`config.mk`:
```
export PLATFORM = sky130hd
export DESIGN_NAME = sha_front_flat
export DESIGN_NICKNAME = d
export VERILOG_FILES = /design/src/sv/sha_pkg.sv /design/src/sv/sha_if.sv /design/src/sv/sha_front.sv /design/src/flat_wrapper.sv
export SDC_FILE = /design/constraint.sdc
export NUM_CORES = 1
export LEC_CHECK = 0
export BUFFER_PORTS_ARGS = -buffer_cell sky130_fd_sc_hd__buf_2
export CELL_PAD_IN_SITES_DETAIL_PLACEMENT = 0
export CELL_PAD_IN_SITES_GLOBAL_PLACEMENT = 1
export CORE_UTILIZATION = 26
export DETAILED_ROUTE_END_ITERATION = 6
export GPL_ROUTABILITY_DRIVEN = 0
export GPL_TIMING_DRIVEN = 0
export HOLD_SLACK_MARGIN = 0.12
export PLACE_DENSITY = 0.52
export SYNTH_ARGS = -nofsm -noshare
export SYNTH_HDL_FRONTEND = slang
export SYNTH_SLANG_ARGS = --single-unit
```
`constraint.sdc`:
```
create_clock -name i_clk -period 4.2 [get_ports i_clk]
set_input_delay 0.21 -clock i_clk [delete_from_list [all_inputs] [get_ports i_clk]]
set_output_delay 0.21 -clock i_clk [all_outputs]
set_load 0.005 [all_outputs]
```
`src/sv/sha_pkg.sv`:
```
// ---------------------------------------------------------------------------
// sha_pkg
// shared types and constants of the sha-384 stream hash
// ---------------------------------------------------------------------------
`timescale 1ns / 1ps
package sha_pkg;

    localparam int WordBits    = 64;
    localparam int DigestWords = 6;
    localparam int QueueDepth  = 4;

    // item passed from the front part to the back part
    typedef struct packed {
        logic [63:0] data;
        logic [3:0]  nbytes;
        logic        last;
    } t_cmd;

    typedef logic [63:0] t_word;

    function automatic logic [63:0] rotr(input logic [63:0] x, input int n);
        rotr = (x >> n) | (x << (64 - n));
    endfunction

    function automatic logic [63:0] round_k(input logic [6:0] t);
        logic [63:0] k;
        case (t)
            7'd0:  k = 64'h428a2f98d728ae22; 7'd1:  k = 64'h7137449123ef65cd;
            7'd2:  k = 64'hb5c0fbcfec4d3b2f; 7'd3:  k = 64'he9b5dba58189dbbc;
            7'd4:  k = 64'h3956c25bf348b538; 7'd5:  k = 64'h59f111f1b605d019;
            7'd6:  k = 64'h923f82a4af194f9b; 7'd7:  k = 64'hab1c5ed5da6d8118;
            7'd8:  k = 64'hd807aa98a3030242; 7'd9:  k = 64'h12835b0145706fbe;
            7'd10: k = 64'h243185be4ee4b28c; 7'd11: k = 64'h550c7dc3d5ffb4e2;
            7'd12: k = 64'h72be5d74f27b896f; 7'd13: k = 64'h80deb1fe3b1696b1;
            7'd14: k = 64'h9bdc06a725c71235; 7'd15: k = 64'hc19bf174cf692694;
            7'd16: k = 64'he49b69c19ef14ad2; 7'd17: k = 64'hefbe4786384f25e3;
            7'd18: k = 64'h0fc19dc68b8cd5b5; 7'd19: k = 64'h240ca1cc77ac9c65;
            7'd20: k = 64'h2de92c6f592b0275; 7'd21: k = 64'h4a7484aa6ea6e483;
            7'd22: k = 64'h5cb0a9dcbd41fbd4; 7'd23: k = 64'h76f988da831153b5;
            7'd24: k = 64'h983e5152ee66dfab; 7'd25: k = 64'ha831c66d2db43210;
            7'd26: k = 64'hb00327c898fb213f; 7'd27: k = 64'hbf597fc7beef0ee4;
            7'd28: k = 64'hc6e00bf33da88fc2; 7'd29: k = 64'hd5a79147930aa725;
            7'd30: k = 64'h06ca6351e003826f; 7'd31: k = 64'h142929670a0e6e70;
            7'd32: k = 64'h27b70a8546d22ffc; 7'd33: k = 64'h2e1b21385c26c926;
            7'd34: k = 64'h4d2c6dfc5ac42aed; 7'd35: k = 64'h53380d139d95b3df;
            7'd36: k = 64'h650a73548baf63de; 7'd37: k = 64'h766a0abb3c77b2a8;
            7'd38: k = 64'h81c2c92e47edaee6; 7'd39: k = 64'h92722c851482353b;
            7'd40: k = 64'ha2bfe8a14cf10364; 7'd41: k = 64'ha81a664bbc423001;
            7'd42: k = 64'hc24b8b70d0f89791; 7'd43: k = 64'hc76c51a30654be30;
            7'd44: k = 64'hd192e819d6ef5218; 7'd45: k = 64'hd69906245565a910;
            7'd46: k = 64'hf40e35855771202a; 7'd47: k = 64'h106aa07032bbd1b8;
            7'd48: k = 64'h19a4c116b8d2d0c8; 7'd49: k = 64'h1e376c085141ab53;
            7'd50: k = 64'h2748774cdf8eeb99; 7'd51: k = 64'h34b0bcb5e19b48a8;
            7'd52: k = 64'h391c0cb3c5c95a63; 7'd53: k = 64'h4ed8aa4ae3418acb;
            7'd54: k = 64'h5b9cca4f7763e373; 7'd55: k = 64'h682e6ff3d6b2b8a3;
            7'd56: k = 64'h748f82ee5defb2fc; 7'd57: k = 64'h78a5636f43172f60;
            7'd58: k = 64'h84c87814a1f0ab72; 7'd59: k = 64'h8cc702081a6439ec;
            7'd60: k = 64'h90befffa23631e28; 7'd61: k = 64'ha4506cebde82bde9;
            7'd62: k = 64'hbef9a3f7b2c67915; 7'd63: k = 64'hc67178f2e372532b;
            7'd64: k = 64'hca273eceea26619c; 7'd65: k = 64'hd186b8c721c0c207;
            7'd66: k = 64'heada7dd6cde0eb1e; 7'd67: k = 64'hf57d4f7fee6ed178;
            7'd68: k = 64'h06f067aa72176fba; 7'd69: k = 64'h0a637dc5a2c898a6;
            7'd70: k = 64'h113f9804bef90dae; 7'd71: k = 64'h1b710b35131c471b;
            7'd72: k = 64'h28db77f523047d84; 7'd73: k = 64'h32caab7b40c72493;
            7'd74: k = 64'h3c9ebe0a15c9bebc; 7'd75: k = 64'h431d67c49c100d4c;
            7'd76: k = 64'h4cc5d4becb3e42b6; 7'd77: k = 64'h597f299cfc657e2a;
            7'd78: k = 64'h5fcb6fab3ad6faec; 7'd79: k = 64'h6c44198c4a475817;
            default: k = 64'h0;
        endcase
        round_k = k;
    endfunction

    function automatic logic [63:0] init_h(input logic [2:0] i);
        logic [63:0] h;
        case (i)
            3'd0: h = 64'hcbbb9d5dc1059ed8; 3'd1: h = 64'h629a292a367cd507;
            3'd2: h = 64'h9159015a3070dd17; 3'd3: h = 64'h152fecd8f70e5939;
            3'd4: h = 64'h67332667ffc00b31; 3'd5: h = 64'h8eb44a8768581511;
            3'd6: h = 64'hdb0c2e0d64f98fa7; 3'd7: h = 64'h47b5481dbefa4fa4;
            default: h = 64'h0;
        endcase
        init_h = h;
    endfunction

endpackage

```
`src/sv/sha_if.sv`:
```
// ---------------------------------------------------------------------------
// sha_in_if / sha_out_if
// valid/ready channels of the sha-384 stream hash
// ---------------------------------------------------------------------------
`timescale 1ns / 1ps
interface sha_in_if;
    logic        valid;
    logic        ready;
    logic [63:0] data_word;
    logic [3:0]  valid_bytes;
    logic        end_of_message;
    modport source (output valid, data_word, valid_bytes, end_of_message, input ready);
    modport sink   (input valid, data_word, valid_bytes, end_of_message, output ready);
endinterface


```
`src/sv/sha_front.sv`:
```
// ---------------------------------------------------------------------------
// sha_front
// accepts input items, clamps the byte count and queues them for the core
// ---------------------------------------------------------------------------
`timescale 1ns / 1ps
module sha_front (
    input  logic          i_clk,
    input  logic          i_rst_n,
    sha_in_if.sink        s_in,
    output logic          o_cmd_valid,
    output sha_pkg::t_cmd o_cmd,
    input  logic          i_cmd_ready
);
    localparam int PtrBits = $clog2(sha_pkg::QueueDepth);

    sha_pkg::t_cmd      r_mem [sha_pkg::QueueDepth];
    logic [PtrBits-1:0] r_wptr, r_rptr;
    logic [PtrBits:0]   r_count;
    logic               w_push, w_pop;
    sha_pkg::t_cmd      w_new;

    assign s_in.ready  = (r_count != sha_pkg::QueueDepth[PtrBits:0]);
    assign w_push      = s_in.valid && s_in.ready;
    assign o_cmd_valid = (r_count != '0);
    assign w_pop       = o_cmd_valid && i_cmd_ready;
    assign o_cmd       = r_mem[r_rptr];

    // classify: clamp byte count above eight
    always_comb begin
        w_new.data   = s_in.data_word;
        w_new.nbytes = (s_in.valid_bytes > 4'd8) ? 4'd8 : s_in.valid_bytes;
        w_new.last   = s_in.end_of_message;
    end

    // queue storage
    always_ff @(posedge i_clk) begin
        if (w_push) begin
            r_mem[r_wptr] <= w_new;
        end
    end

    // queue pointers
    always_ff @(posedge i_clk) begin
        if (!i_rst_n) begin
            r_wptr  <= '0;
            r_rptr  <= '0;
            r_count <= '0;
        end else begin
            if (w_push) r_wptr <= r_wptr + 1'b1;
            if (w_pop)  r_rptr <= r_rptr + 1'b1;
            r_count <= r_count + {{PtrBits{1'b0}}, w_push} - {{PtrBits{1'b0}}, w_pop};
        end
    end
endmodule

```
`src/flat_wrapper.sv`:
```
// flat-port wrapper written by rule: the top's interface ports become plain ports
module sha_front_flat 
  (i_clk, i_rst_n, o_cmd_valid, o_cmd, i_cmd_ready, s_in_valid, s_in_data_word, s_in_valid_bytes, s_in_end_of_message, s_in_ready);
  sha_in_if s_in_i ();
  input  logic i_clk;
  input  logic i_rst_n;
  output logic o_cmd_valid;
  output sha_pkg::t_cmd o_cmd;
  input  logic i_cmd_ready;
  input wire logic [$bits(s_in_i.valid)-1:0] s_in_valid;
  input wire logic [$bits(s_in_i.data_word)-1:0] s_in_data_word;
  input wire logic [$bits(s_in_i.valid_bytes)-1:0] s_in_valid_bytes;
  input wire logic [$bits(s_in_i.end_of_message)-1:0] s_in_end_of_message;
  output wire logic [$bits(s_in_i.ready)-1:0] s_in_ready;
  assign s_in_i.valid = s_in_valid;
  assign s_in_i.data_word = s_in_data_word;
  assign s_in_i.valid_bytes = s_in_valid_bytes;
  assign s_in_i.end_of_message = s_in_end_of_message;
  assign s_in_ready = s_in_i.ready;
  sha_front u_core (.i_clk(i_clk), .i_rst_n(i_rst_n), .s_in(s_in_i), .o_cmd_valid(o_cmd_valid), .o_cmd(o_cmd), .i_cmd_ready(i_cmd_ready));
endmodule
```
==> impl.org <==
** Run status
- The run finished with clean final reports.

** Critical path
- CP Data Required Time :: between 3000 and 4000 ps
- The signal on the critical path passes through buf_2, clkbuf_1, mux4_2, buf_2.
- Critical-path maximum fanout :: 10
- On the worst path, the slowest cell contributes a delay of between 600 and 700 ps.
- Counting cells, the worst reg-to-reg path comes to 4.
- Endpoint arrival time on the critical path :: about 2300 ps
- Endpoint kind of the worst setup timing path :: primary output
- Cell type of the slowest stage on the worst timing path :: sky130_fd_sc_hd__clkbuf_1
- The critical path is of the register to primary output type.
- Slack of the worst reg-to-reg path :: 1910 ps
- Startpoint of the worst register-to-register path :: u_core.r_count[1]
- The most numerous cell type found on the critical path is sky130_fd_sc_hd__buf_2.
- The worst setup path is launched from a register.
- In this run the critical register-to-register path is captured at u_core.r_mem[3][68].

** Hold path
- Worst hold path depth :: 3
- For hold timing, the worst endpoint is u_core.r_wptr[1].
- In this run the worst hold path is classified as input port to register.
- The worst hold path begins at s_in_valid.

** Routing
- Post-detailed-route count of antenna-violating nets :: 0
- In the final routed layout, each cell accounts on average for 18.3 um.
- For this block, the initial DRC count from the detailed router was 165.
- Using the TritonRoute via totals, the vias-per-cell ratio works out to 4.12.
- Remaining routing DRC violations :: 0
- The detailed router placed 4996 vias in this run.
- First-pass iteration count of the detailed router :: 4
- The routed design has 22200 um of wire.

** Floorplan
- Area of the placeable core :: 39700 um^2
- In this run the count of I/O pins placed on the die edge is 144.
- For this configuration, the core starts out at a cell density of 0.263.
- The die covers 41000 um^2.
- DIE WIDTH :: 203 um
- Row generation in the floorplan step produced between 70 and 80 rows.
- The floorplan step set the die height to 203 um.

** Synthesis
- Predominant post-synthesis flop cell :: sky130_fd_sc_hd__edfxtp_1
- Count of unique library cells instantiated by Yosys :: 21
- Yosys top cell area share :: 0.792
- The synthesized netlist occupies a cell area of 10500 um^2.
- After synthesis, the share of cell area in mux cells is 0.150.
- In this run the mean area of a mapped cell was 25.3 um^2.
- Of the total synthesized cell area, the portion taken by AND, OR, NAND and NOR gates is 0.0105.
- After synthesis, the largest family of logic cells by area is multiplexers.
- Yosys warning count :: 0
- After synthesis the netlist holds a flip-flop and latch count of 285.
- Of the total synthesized cell area, the portion taken by full adders, half adders and majority gates is 0.00909.
- The share of the Yosys chip area taken by registers is 0.810.
- Of the total synthesized cell area, the portion taken by XOR and XNOR cells is 0.00335.
- Count of flip-flops with a built-in enable after synthesis :: 276
- Synthesis handed over a netlist of 413 instances.
- In the synthesized netlist the async set-or-reset flop fraction comes to 0.
- Top area cells in the synthesized netlist :: sky130_fd_sc_hd__edfxtp_1 79%, sky130_fd_sc_hd__mux4_2 15%, sky130_fd_sc_hd__dfxtp_1 1.7%, sky130_fd_sc_hd__ha_1 0.72%, sky130_fd_sc_hd__and2_1 0.42%
- Compound-gate portion of the synthesized area :: 0.00275
- When the netlist entered floorplanning its net count stood at roughly 490.
- sky130_fd_sc_hd__edfxtp_1 takes more of the synthesized area than any other cell.

** Global route
- The first global-routing pass estimated 33800 um of wire.
- The number of antenna violations at the first check in global routing came to 0.
- Total congestion overflow :: 0
- In the global route stage, overall resource usage came out at 0.112.
- Maximum number of pins on one net before global-route repair :: 39
- The via count of the first global-routing pass came to 5686.

** Clock tree
- Clock latency on the worst-skew pair, taken at its later pin, is 530 ps.
- Number of sinks handled by clock tree synthesis :: 285
- Cts bufs inserted :: 34
- TritonCTS built the clock tree.
- The tree is rooted in a sky130_fd_sc_hd__clkbuf_16.
- The clock tree synthesis step divided the H-tree into 2 levels.
- Clock-pin slew was measured on the worst setup and hold paths at about 60 ps.
- In this run the deepest clock path goes through 3 buffers.

** Timing
- The number of failing hold endpoints at the final stage came to 0.
- Hold timing on the final database bottoms out at a slack of 175 ps.
- Ratio of final minimum period to clock period :: 0.599
- Crit path setup slack, layout :: 1680 ps
- Setup violations remaining at the end of the flow were counted as 0.
- For the pin with the worst max-slew slack, the measured transition is 773 ps.
- Skew final :: 17.9 ps
- The total count of max-transition violations in the final report was 0.
- Subtracting the final worst setup slack from the clock period gives 2520 ps.
- Highest attainable clock frequency :: 0.397 GHz
- Setup repair after global routing left no endpoint under its margin.
- Measured against its own limit, the worst slew margin works out to 0.484.

** Finish
- In the final layout, flip-flops and latches occupy 8470 um^2.
- Of the cells placed in the final design, the portion with a size suffix greater than 1 is 0.401.
- The repair_antennas step left the layout with diodes totalling 0.
- The net count of the finished layout is 745.
- Summing all multi-input logic gate instances after layout gives 1850 um^2.
- Number of filler instances in the final layout :: around 3800
- From synthesis to final layout, the design area changed by 31.0%.

** Pwr
- Post-layout total power :: 7970 uW
- Leakage power :: between 0.004 and 0.005 uW
- Across the VDD grid, the largest voltage drop is 326 uV.
- Power spread over the standard cell area amounts to 582 nW/um^2.

** Place
- In this run the tool buffered the top-level ports with 142 buffer cells.
- At the placement stage, the worst setup path has a slack of 1900 ps.
- Detailed placement ended at an HPWL of 13300 um.

** Flow run
- Max-cap violations :: 0
==> final cells by class <==
| cell class | count | share of cell area |
|---|---|---|
| plain buffers | 18 | 0.00950 |
| repair buffers | 216 | 0.111 |
| inverters | 5 | 0.00137 |
| clock buffers | 45 | 0.0698 |
| well taps | 525 | 0.0479 |
| flip-flops and latches | 285 | 0.618 |
| multi-input cells | 105 | 0.135 |
| clock inverters | 15 | 0.00730 |
==> synthesized netlist by cell type (2+ instances only) <==
| library cell | count |
|---|---|
| sky130_fd_sc_hd__inv_1 | 5 |
| sky130_fd_sc_hd__mux4_2 | 69 |
| sky130_fd_sc_hd__ha_1 | 6 |
| sky130_fd_sc_hd__nor2b_1 | 6 |
| sky130_fd_sc_hd__buf_4 | 5 |
| sky130_fd_sc_hd__edfxtp_1 | 276 |
| sky130_fd_sc_hd__nand2_1 | 5 |
| sky130_fd_sc_hd__buf_12 | 2 |
| sky130_fd_sc_hd__mux2i_1 | 2 |
| sky130_fd_sc_hd__dfxtp_1 | 9 |
| sky130_fd_sc_hd__buf_2 | 3 |
| sky130_fd_sc_hd__clkbuf_1 | 7 |
| sky130_fd_sc_hd__xnor2_1 | 4 |
| sky130_fd_sc_hd__and2_1 | 7 |
==> metal layers <==
metal	routed length, um	GRT usage
met5	0	0
met2	11000	0.184
met3	949	0.0239
met1	9580	0.139
met4	640	0.0567
==> cells in the final DEF (no fill, tap or decap) <==
| master | instances |
|---|---|
| sky130_fd_sc_hd__a21boi_2 | 1 |
| sky130_fd_sc_hd__and2_1 | 3 |
| sky130_fd_sc_hd__and2_4 | 4 |
| sky130_fd_sc_hd__buf_12 | 2 |
| sky130_fd_sc_hd__buf_16 | 4 |
| sky130_fd_sc_hd__buf_2 | 145 |
| sky130_fd_sc_hd__buf_4 | 5 |
| sky130_fd_sc_hd__buf_6 | 1 |
| sky130_fd_sc_hd__bufinv_16 | 1 |
| sky130_fd_sc_hd__clkbuf_1 | 15 |
| sky130_fd_sc_hd__clkbuf_16 | 37 |
| sky130_fd_sc_hd__clkinv_1 | 7 |
| sky130_fd_sc_hd__clkinv_2 | 4 |
| sky130_fd_sc_hd__clkinvlp_4 | 2 |
| sky130_fd_sc_hd__dfxtp_1 | 9 |
| sky130_fd_sc_hd__dlygate4sd3_1 | 70 |
| sky130_fd_sc_hd__edfxtp_1 | 276 |
| sky130_fd_sc_hd__fa_1 | 1 |
| sky130_fd_sc_hd__ha_1 | 6 |
| sky130_fd_sc_hd__inv_1 | 5 |
| sky130_fd_sc_hd__inv_6 | 1 |
| sky130_fd_sc_hd__mux2i_1 | 2 |
| sky130_fd_sc_hd__mux4_2 | 69 |
| sky130_fd_sc_hd__nand2_1 | 5 |
| sky130_fd_sc_hd__nor2_1 | 1 |
| sky130_fd_sc_hd__nor2b_1 | 6 |
| sky130_fd_sc_hd__o311ai_0 | 1 |
| sky130_fd_sc_hd__o31a_1 | 1 |
| sky130_fd_sc_hd__or3_1 | 1 |
| sky130_fd_sc_hd__xnor2_1 | 4 |
==> through the flow <==
stage / instances / util / setup TNS, ps / cell area, um^2
CTS: 1214 / 0.345 / 0 / 13700
floorplan: 413 / - / 0 / 10500
global placement: 1080 / 0.298 / -57710 / 11800
detailed placement: 1084 / 0.301 / 0 / 11900
global route: 1214 / 0.345 / 0 / 13700
finish: 1214 / 0.345 / 0 / 13700
==> power by group <==
group          leakage (uW)  internal (uW)  switching [uW]
combinational       0.00148            879             818
sequential          0.00260           3450            75.7
clock              0.000511           1660            1090
==> worst max path at each step <==
stage | startpoint | end | slack (ps) | depth (start not counted)
floorplan | u_core.r_count[1] | u_core.r_mem[0][0] | 1330 | 3
global placement | u_core.r_count[1] | u_core.r_mem[0][5] | -220 | 3
detailed placement | u_core.r_count[1] | u_core.r_mem[0][5] | 1900 | 4
CTS | register | o_cmd[20] | 1590 | 4
global route | register | o_cmd[20] | 1550 | 4
finish | register | o_cmd[20] | 1680 | 4
==> kinds of logic after synthesis <==
family / Yosys count
flip-flops: 285
multiplexers: 71
buffers and inverters: 23
AND/OR/NAND/NOR: 20
adder cells (fa/ha/maj): 7
XOR/XNOR: 4
AO/OA/AOI/OAI: 3
==> flip-flops by register name (all words and copies together), names as in the netlist, named ones only <==
register        flops
u_core.r_mem      276
u_core.r_count      3
u_core.r_rptr       2
u_core.r_wptr       2
==> worst max-delay path, delay by kind of cell, from the launching register on <==
kind | cells | cell delay (ps)
buffers and inverters | 3 | 1070
muxes | 1 | 420
DFF | 1 | 300
==> what timing repair did <==
item,4_1_cts,5_1_grt
hold buffers,70,0
setup buffers,0,0
gates resized for setup,0,0
endpoints found under the hold margin,285,0
No activity file was read; power rests on OpenSTA's default activity.
